### src/rtl/nlsg_pkg.sv
package nlsg_pkg;

  localparam int unsigned WORD_W  = 32;
  localparam int unsigned LABEL_W = 10;
  localparam int unsigned CLASS_W = 4;
  localparam int unsigned LFSR_W  = 16;
  localparam int unsigned COUNT_W = 16;
  localparam int unsigned CFG_IDX_W = 2;

  localparam logic [LFSR_W-1:0]  LFSR_FALLBACK = 16'hACE1;
  localparam logic [CLASS_W-1:0] OFFSET_SPAN   = 4'd9;
  localparam logic [CLASS_W:0]   CLASS_COUNT   = 5'd10;

  // config register indexes
  localparam logic [CFG_IDX_W-1:0] REG_SEED        = 2'd0;
  localparam logic [CFG_IDX_W-1:0] REG_SAMPLES_JOB = 2'd1;

  // result word, fields listed high bits first, as in tdata order
  typedef struct packed {
    logic                 job_last;
    logic                 sample_last;
    logic [CLASS_W-1:0]   negative_class;
    logic [CLASS_W-1:0]   true_class;
    logic [WORD_W-1:0]    negative_word;
    logic [WORD_W-1:0]    positive_word;
  } out_item_t;

  // label decode result for word 0
  typedef struct packed {
    logic [CLASS_W-1:0] true_class;
    logic [CLASS_W-1:0] negative_class;
    logic [LFSR_W-1:0]  lfsr_nxt;
    logic [WORD_W-1:0]  negative_word;
  } label_res_t;

  function automatic logic [LFSR_W-1:0] lfsr_advance(input logic [LFSR_W-1:0] s);
    logic fb;
    fb = s[0] ^ s[2] ^ s[3] ^ s[5];
    return {fb, s[LFSR_W-1:1]};
  endfunction

  function automatic logic [LFSR_W-1:0] seed_load(input logic [LFSR_W-1:0] s);
    return (s == '0) ? LFSR_FALLBACK : s;
  endfunction

  function automatic logic [CLASS_W-1:0] highest_label_bit(input logic [LABEL_W-1:0] lbl);
    logic [CLASS_W-1:0] idx;
    idx = '0;
    for (int i = 0; i < LABEL_W; i++) begin
      if (lbl[i]) idx = CLASS_W'(i);
    end
    return idx;
  endfunction

  function automatic logic [CLASS_W-1:0] pick_negative(input logic [CLASS_W-1:0] t,
                                                       input logic [CLASS_W-1:0] r);
    logic [CLASS_W-1:0] off;
    logic [CLASS_W:0]   sum;
    off = (r >= OFFSET_SPAN) ? (r - OFFSET_SPAN) : r;
    sum = {1'b0, t} + {1'b0, off} + {{CLASS_W{1'b0}}, 1'b1};
    return (sum >= CLASS_COUNT) ? CLASS_W'(sum - CLASS_COUNT) : sum[CLASS_W-1:0];
  endfunction

endpackage

### src/rtl/nlsg_label.sv
module nlsg_label (
  input  logic [nlsg_pkg::WORD_W-1:0] word,
  input  logic [nlsg_pkg::LFSR_W-1:0] lfsr,
  output nlsg_pkg::label_res_t        res
);
  import nlsg_pkg::*;

  logic [CLASS_W-1:0] true_c;
  logic [CLASS_W-1:0] neg_c;
  logic [LFSR_W-1:0]  lfsr_adv;
  logic [LABEL_W-1:0] neg_onehot;

  always_comb begin
    true_c     = highest_label_bit(word[LABEL_W-1:0]);
    lfsr_adv   = lfsr_advance(lfsr);
    neg_c      = pick_negative(true_c, lfsr_adv[CLASS_W-1:0]);
    neg_onehot = LABEL_W'(1) << neg_c;

    res.true_class     = true_c;
    res.negative_class = neg_c;
    res.lfsr_nxt       = lfsr_adv;
    res.negative_word  = {word[WORD_W-1:LABEL_W], neg_onehot};
  end

endmodule

### src/rtl/nlsg_skid.sv
module nlsg_skid (
  input  logic                  clk,
  input  logic                  rst_n,
  input  logic                  push,
  input  nlsg_pkg::out_item_t   push_item,
  output logic                  ready,
  output logic                  out_valid,
  input  logic                  out_ready,
  output nlsg_pkg::out_item_t   out_item
);
  import nlsg_pkg::*;

  out_item_t main_r, main_nxt;
  out_item_t skid_r, skid_nxt;
  logic      main_vld_r, main_vld_nxt;
  logic      skid_vld_r, skid_vld_nxt;
  logic      pop;

  assign pop       = main_vld_r & out_ready;
  assign ready     = ~skid_vld_r;
  assign out_valid = main_vld_r;
  assign out_item  = main_r;

  always_comb begin
    main_nxt     = main_r;
    skid_nxt     = skid_r;
    main_vld_nxt = main_vld_r;
    skid_vld_nxt = skid_vld_r;
    if (skid_vld_r) begin
      // no push possible while skid is full
      if (pop) begin
        main_nxt     = skid_r;
        skid_vld_nxt = 1'b0;
      end
    end else if (push) begin
      if (!main_vld_r || pop) begin
        main_nxt     = push_item;
        main_vld_nxt = 1'b1;
      end else begin
        skid_nxt     = push_item;
        skid_vld_nxt = 1'b1;
      end
    end else if (pop) begin
      main_vld_nxt = 1'b0;
    end
  end

  always_ff @(posedge clk) begin
    main_r <= main_nxt;
    skid_r <= skid_nxt;
    if (!rst_n) begin
      main_vld_r <= 1'b0;
      skid_vld_r <= 1'b0;
    end else begin
      main_vld_r <= main_vld_nxt;
      skid_vld_r <= skid_vld_nxt;
    end
  end

endmodule

### src/rtl/negative_label_sample_generator.sv
// Channel | Dir | Ports                                  | Word
// in      | in  | in_tvalid/in_tready/in_tdata           | one 32-bit stream word
// out     | out | out_tvalid/out_tready/out_tdata/tlast/ | positive + negative word,
//         |     | out_tuser                              | class indexes, last flags
// cfg     | in  | cfg_valid/cfg_ready/cfg_index/cfg_data | one register write
//
// One word in per cycle while in_tready is high, one result out per cycle while
// out_tready is high; the result is registered (label decode, LFSR step and
// class pick sit between the input and the output register). A two-entry buffer
// keeps in_tready high while an entry is free; it drops once both entries are full.
// Synchronous active-low reset: seed 0xACE1, one sample per job, counters zero.
// cfg_ready is always high; writes take effect at the next edge.
module negative_label_sample_generator #(
  parameter int unsigned SAMPLE_WORDS = 25
) (
  input  logic        clk,
  input  logic        rst_n,
  // in: [31:0] sample_word
  input  logic        in_tvalid,
  output logic        in_tready,
  input  logic [31:0] in_tdata,
  // out: [31:0] positive_word, [63:32] negative_word,
  //      [67:64] true_class, [71:68] negative_class
  output logic        out_tvalid,
  input  logic        out_tready,
  output logic [71:0] out_tdata,
  output logic        out_tlast,   // sample_last
  // out_tuser: [0] job_last
  output logic [0:0]  out_tuser,
  input  logic        cfg_valid,
  output logic        cfg_ready,
  input  logic [1:0]  cfg_index,
  input  logic [15:0] cfg_data
);
  import nlsg_pkg::*;

  localparam int unsigned POS_W = (SAMPLE_WORDS > 1) ? $clog2(SAMPLE_WORDS) : 1;
  localparam logic [POS_W-1:0] LAST_POS = POS_W'(SAMPLE_WORDS - 1);

  // config registers
  logic [LFSR_W-1:0]  seed_r;
  logic [COUNT_W-1:0] samples_job_r;

  // stream state
  logic [LFSR_W-1:0]  gen_r, gen_nxt;
  logic [POS_W-1:0]   pos_r, pos_nxt;
  logic [CLASS_W-1:0] true_r, true_nxt;
  logic [CLASS_W-1:0] negc_r, negc_nxt;
  logic [COUNT_W-1:0] cnt_r, cnt_nxt;

  logic       accept;
  logic       first_word;
  logic       last_word;
  logic       last_sample;
  logic       cfg_wr;
  label_res_t lab;
  out_item_t  item;
  out_item_t  out_item;

  assign accept     = in_tvalid & in_tready;
  assign cfg_ready  = 1'b1;
  assign cfg_wr     = cfg_valid & cfg_ready;
  assign first_word = (pos_r == '0);
  assign last_word  = (pos_r >= LAST_POS);
  assign last_sample = ((cnt_r + COUNT_W'(1)) == samples_job_r);

  nlsg_label u_label (
    .word (in_tdata),
    .lfsr (gen_r),
    .res  (lab)
  );

  always_comb begin
    true_nxt = first_word ? lab.true_class : true_r;
    negc_nxt = first_word ? lab.negative_class : negc_r;

    item.positive_word  = in_tdata;
    item.negative_word  = first_word ? lab.negative_word : in_tdata;
    item.true_class     = true_nxt;
    item.negative_class = negc_nxt;
    item.sample_last    = last_word;
    item.job_last       = last_word & last_sample;
  end

  // state advance on each accepted word; job end or seed write reloads the LFSR
  always_comb begin
    gen_nxt = gen_r;
    pos_nxt = pos_r;
    cnt_nxt = cnt_r;
    if (accept) begin
      if (first_word) gen_nxt = lab.lfsr_nxt;
      if (last_word) begin
        pos_nxt = '0;
        if (last_sample) begin
          cnt_nxt = '0;
          gen_nxt = seed_load(seed_r);
        end else begin
          cnt_nxt = cnt_r + COUNT_W'(1);
        end
      end else begin
        pos_nxt = pos_r + POS_W'(1);
      end
    end
    if (cfg_wr && cfg_index == REG_SEED) gen_nxt = seed_load(cfg_data);
  end

  always_ff @(posedge clk) begin
    if (!rst_n) begin
      seed_r        <= LFSR_FALLBACK;
      samples_job_r <= COUNT_W'(1);
      gen_r         <= LFSR_FALLBACK;
      pos_r         <= '0;
      true_r        <= '0;
      negc_r        <= '0;
      cnt_r         <= '0;
    end else begin
      if (cfg_wr) begin
        unique case (cfg_index)
          REG_SEED:        seed_r        <= cfg_data;
          REG_SAMPLES_JOB: samples_job_r <= cfg_data;
          default: ;
        endcase
      end
      gen_r <= gen_nxt;
      pos_r <= pos_nxt;
      cnt_r <= cnt_nxt;
      if (accept) begin
        true_r <= true_nxt;
        negc_r <= negc_nxt;
      end
    end
  end

  nlsg_skid u_skid (
    .clk       (clk),
    .rst_n     (rst_n),
    .push      (accept),
    .push_item (item),
    .ready     (in_tready),
    .out_valid (out_tvalid),
    .out_ready (out_tready),
    .out_item  (out_item)
  );

  assign out_tdata = {out_item.negative_class, out_item.true_class,
                      out_item.negative_word, out_item.positive_word};
  assign out_tlast = out_item.sample_last;
  assign out_tuser = out_item.job_last;

  // a job can only end on a sample boundary
  a_job_last_on_sample_last: assert property (@(posedge clk) disable iff (!rst_n)
    out_tvalid |-> (!out_tuser[0] || out_tlast))
    else $error("job_last without sample_last");

  // the generated class never equals the true class
  a_neg_differs: assert property (@(posedge clk) disable iff (!rst_n)
    out_tvalid |-> (out_tdata[71:68] != out_tdata[67:64]))
    else $error("negative class equals true class");

  a_neg_range: assert property (@(posedge clk) disable iff (!rst_n)
    out_tvalid |-> (out_tdata[71:68] <= 4'd9))
    else $error("negative class out of range");

  // input backpressure only when the output side holds a word
  a_stall_has_data: assert property (@(posedge clk) disable iff (!rst_n)
    !in_tready |-> out_tvalid)
    else $error("input stalled with empty output");

endmodule

### config.mk
export PLATFORM = sky130hd
export DESIGN_NAME = negative_label_sample_generator
export DESIGN_NICKNAME = d
export VERILOG_FILES = /design/src/rtl/nlsg_pkg.sv /design/src/rtl/nlsg_label.sv /design/src/rtl/nlsg_skid.sv /design/src/rtl/negative_label_sample_generator.sv
export SDC_FILE = /design/constraint.sdc
export NUM_CORES = 1
export LEC_CHECK = 0
export BUFFER_PORTS_ARGS = -buffer_cell sky130_fd_sc_hd__clkbuf_2
export CAP_MARGIN = 15
export CORE_UTILIZATION = 53
export DETAILED_ROUTE_END_ITERATION = 10
export PLACE_DENSITY = 0.84
export SLEW_MARGIN = 40
export SYNTH_ARGS = -nofsm -noshare
export SYNTH_HDL_FRONTEND = slang
export SYNTH_SLANG_ARGS = --single-unit
### constraint.sdc
create_clock -name clk -period 7.69 [get_ports clk]
set_input_delay 0.769 -clock clk [delete_from_list [all_inputs] [get_ports clk]]
set_output_delay 0.769 -clock clk [all_outputs]
set_load 0.1 [all_outputs]
Yosys cells after proc, flatten, opt, wreduce, memory -nomap -nowiden
Index checks and enable logic that the tools add are counted.
{"block": "word_totals", "regBits": 227}
{"block": "op_classes", "n_reduce_logical": 17, "n_eq_ne": 4, "n_lt_le_gt_ge": 3, "n_shift": 1, "bitwise": 8, "addsub": 6, "mux": 34}
{"op": "74-bit two-way mux", "count": 4}
{"op": "16-bit two-way mux", "count": 8}
{"op": "16-bit logical NOT", "count": 2}
{"op": "4-bit two-way mux", "count": 6}
{"op": "16-bit by 1-bit adder with 16-bit output (second input constant)", "count": 1}
{"op": "16-bit == test", "count": 1}
{"op": "3-bit two-way mux", "count": 4}
{"op": "5-bit by 1-bit adder with 5-bit output (second input constant)", "count": 2}
{"op": "10-bit two-way mux", "count": 1}
{"op": "1-bit by 4-bit left shift with 10-bit output (first input constant)", "count": 1}
{"op": "3-bit AND reduction", "count": 3}
{"op": "1-bit two-way mux", "count": 8}
{"op": "2-bit nonzero test", "count": 4}
{"op": "4-bit subtractor (second input constant)", "count": 2}
{"op": "2-bit AND reduction", "count": 3}
{"op": "4-bit by 4-bit adder with 5-bit output", "count": 1}
{"op": "5-bit by 4-bit >= comparator with 1-bit output (second input constant)", "count": 1}
{"op": "5-bit >= comparator (second input constant)", "count": 1}
{"op": "5-bit logical NOT", "count": 1}
{"op": "5-bit two-way mux", "count": 1}
{"op": "4-bit >= comparator (second input constant)", "count": 1}
{"op": "2-bit two-way mux", "count": 2}
{"op": "1-bit AND", "count": 3}
{"op": "1-bit bitwise XOR", "count": 3}
{"op": "other kinds (8)", "count": 9}

Depth between registers and ports, before layout
{"block": "logic_depth", "ltp_word": 18, "ltp_mapped": 16, "mapped_depth_nobuf": 15}

By module
From an unflattened synthesis, not the netlist that was laid out.
{"block": "unflattened", "cells_unflattened": 1009, "hier_area_um2": 11466.0}
{"module": "nlsg_skid", "seq_area_each_um2": 4484.3, "instances": 1, "cells_per_inst": 245, "area_per_inst_um2": 5481.5}
{"module": "negative_label_sample_generator", "seq_area_each_um2": 1541.5, "instances": 1, "cells_per_inst": 621, "area_per_inst_um2": 4956.0}
{"module": "nlsg_label", "seq_area_each_um2": 0.0, "instances": 1, "cells_per_inst": 143, "area_per_inst_um2": 1028.5}

Worst setup path after synthesis
No wires, ideal clock.
{"block": "synth_timing", "path_type": "input -> register", "startpoint": "input port in_tvalid", "endpoint": "register u_skid.main_r (netlist bit u_skid.out_item[0]) (enable)", "path_slack_ns": 2.870, "required_time_ns": 7.211, "arrival_ns": 4.341, "n_path_buf": 3, "path_stages": 6, "cell_sequence": "nor2b_1 > clkbuf_1 > clkbuf_1 > buf_1 > a21oi_1 > a21oi_1"}
{"block": "synth_between", "elab_chain_len": 3}
{"element": "start, declared", "line_no": "negative_label_sample_generator.sv:19", "source": "input logic in_tvalid,"}
{"element": "1-bit AND", "line_no": "negative_label_sample_generator.sv:60", "source": "assign accept = in_tvalid & in_tready;"}
{"element": "2-bit nonzero test (no source line)"}
{"element": "3-bit AND reduction (no source line)"}
{"element": "end signal, assigned", "line_no": "nlsg_skid.sv:49", "source": "main_r <= main_nxt;"}
{"element": "end, declared", "line_no": "nlsg_skid.sv:13", "source": "out_item_t main_r, main_nxt;"}
Every way passes these cells.
A chain may end at the register's enable or synchronous reset.

==> metrics.txt <==
Die W=133 µm; fin crit period=3.92 ns; sequential share of the synthesized area=51.8%; antenna-violating nets left=0; Max Clock Skew=0.00779 ns; # resized after CTS=0; placed inst area=9690 µm²; CTS sink cnt=183; CTS tree=built; Synth cell types=76; total core area=roughly 17000 µm²; most frequent cells in the layout=159 x nand2_1, 130 x clkbuf_2, 104 x edfxtp_1; Initial Util=54.6%; RSZ-0062 raised after global routing=false; critical path class=reg2reg; synthesis-to-layout area growth=13.1%; Synth Flop Type=edfxtp_1; Max IR drop VDD=181 µV; Max-Cap Viols=0; Avg Inst Size Synth=9.70 µm²; CTS max path bufs=2; Die Y=~130 µm; Crit path largest cell delay=roughly 0.48 ns; Hold WC Path Type=reg2reg; Clock Latency Late Sink=0.43 ns; routed wire length=between 20000 and 25000 µm; Async SR Flop Fraction=0%; Net Sw Power=roughly 1.0 mW; Slew Limit Fails=0; DRC errors left=0; Buffers on Ports=130; vias in the first global route=about 7.0k; crit path DAT=4.10 ns; Post-CTS Setup Bufs=0; CTS H-tree lvls=4; Switching Fraction=37.7%; TritonRoute pass-1 iters=6; hold buffer count at CTS=0; die area=17700 µm²; I/O pins=about 130; Post-synth EDFFs=104; first-pass GRT wire length=34800 µm; clock network power share=30.8%; commonest non-fill, non-tap cell in the layout=nand2_1; Crit path max-delay family=compound AO/OA/AOI/OAI gates; Critical Path Sink Type=flop; worst-path fanout max=11; crit start category=flop; Final period util=51.0%; final setup vio count=0; Reg power frac=41.9%; share of cells above drive strength 1=22.7%; status=completed; Combinational Power Share=27.4%; CP most frequent cell=ha_1; initial antenna violation count=0; Cell Chain, Critical Path=inv_1 -> ha_1 -> nand2b_1 -> o21ai_0 -> xnor2_1 -> ha_1 -> fa_1 -> xor2_1 -> ha_1 -> inv_1 -> a31o_2 -> o22ai_2 -> o21bai_1 -> o21ai_0; power density over cell area=~270 nW/µm²; largest net degree at the start of global routing=between 60 and 70; gr usage total=24.6%; Final HPWL DP=around 14000 µm; Critical path buffers and inverters=2; clk root buf=clkbuf_16; Final Cell Area=10300 µm²; Crit path required time=approximately 7.9 ns; total number of vias=around 7.4k; CP max-delay cell=o22ai_2; CTS Buf Count=17; Slew @ Worst Pin=0.768 ns; Clock Pin Slew Worst Setup and Hold Paths=0.08 ns; routability congestion estimate=~0.85; Syn Nets=1003; average vias per placed instance=6.00; Avg WL per Cell=17.4 µm; total gr overflow=0; Synth Warn #=0; P_int=1.73 mW; post-synthesis register bit count=183; Rows=47; Total Neg Setup Slack=0 ns; Layout Nets=1074; Synth Instances=937; Fin. Hold Viols=0; ANT cells=0; Leak=3.86 nW; Post-Syn Area=between 9000 and 10000 µm²; DR iter-0 viols=720; highest clock rate=255 MHz; Rel. slew slack=48.8%
metal layers:
metal  track usage [%]  up-vias  part of all wire (%)  wire [µm]
met5                 0        -                     0          0
met4              7.73        0                   1.7        357
met3              4.06       38                   7.4       1600
met2              42.5      375                    48      10500
met1              31.6     3484                    42       9160
li1                  -     3545                     -          -
stage by stage:
step           total power [mW]  utilization, %  hold WS (ns)  instances  setup WS (ns)
6_report                   2.77            61.7         0.457       1241           3.77
3_3_place_gp               1.91            58.2         0.442       1208           3.42
4_1_cts                    2.77            61.7         0.458       1240           3.79
3_5_place_dp               1.93            58.2         0.447       1208           3.56
2_1_floorplan              1.79               -         0.437        937           2.87
5_1_grt                    2.87            61.7         0.474       1241           3.37
worst min-delay path: stages, from the launching register on:
cell	delay, ns
dfxtp_1	0.31
nand2_1	0.05
a21oi_1	0.05
kinds of logic (layout without fill, tap and decap cells):
group / Yosys count / in the layout / share of synthesized area (%)
simple gates: 340 / 340 / 18.7
compound gates: 233 / 233 / 15.4
flops: 183 / 183 / 51.8
buf+inv: 109 / 193 / 5.62
mux: 37 / 37 / 4.57
xor+xnor: 23 / 23 / 2.22
fa+ha+maj: 11 / 11 / 1.60
other cells: 1 / 1 / 0.0413
cell type report:
| cell class | count | area, µm² |
|---|---|---|
| fillers | 1353 | 6370 |
| flip-flops and latches | 183 | 4710 |
| multi-input cells | 645 | 3910 |
| repair buffers | 141 | 737 |
| clock buffers | 17 | 425 |
| well taps | 220 | 275 |
| clock inverters | 15 | 148 |
| inverters | 20 | 75.1 |
worst paths after layout:
path / start / end / slack, ns / depth (start not counted)
setup / recovery: gen_r[2] / u_skid.out_item[34] / 3.77 / 14
hold / removal: negc_r[3] / negc_r[3] / 0.46 / 2
setup reg to reg: gen_r[2] / u_skid.out_item[34] / 3.77 / 14
hold reg to reg: negc_r[3] / negc_r[3] / 0.46 / 2
power groups by stage:
stage / clock network, mW / logic [mW] / registers [mW]
after floorplan: 0 / 0.375 / 1.41
after global placement: 0 / 0.727 / 1.18
after detailed placement: 0 / 0.746 / 1.18
after CTS: 0.861 / 0.748 / 1.16
after global routing: 0.902 / 0.803 / 1.17
final: 0.852 / 0.758 / 1.16
synthesized netlist by cell type (all sizes together) (10+ instances only):
| cell | number | area (µm²) |
|---|---|---|
| nand2 | 160 | 617 |
| edfxtp | 104 | 3120 |
| a21oi | 86 | 430 |
| dfxtp | 79 | 1580 |
| o21ai | 63 | 315 |
| clkbuf | 47 | 176 |
| nor2 | 44 | 165 |
| buf | 42 | 259 |
| mux2 | 36 | 405 |
| nand3 | 30 | 150 |
| inv | 19 | 71.3 |
| nor4 | 17 | 143 |
| o211ai | 14 | 105 |
| or3 | 14 | 88.8 |
| xnor2 | 14 | 123 |
| and3 | 11 | 70.1 |
| a31oi | 10 | 62.6 |
| ha | 10 | 125 |
| nand4 | 10 | 83.8 |
| o22ai | 10 | 62.6 |
| or4 | 10 | 75.1 |
flip-flops by register name (all words and copies together) (netlist names), 5 cells and up:
| signal | flops |
|---|---|
| pos_r | 5 |
| samples_job_r | 16 |
| u_skid.out_item | 52 |
| u_skid.skid_r | 52 |
| gen_r | 16 |
| seed_r | 16 |
| cnt_r | 16 |
(Power assumes the default switching activity.)
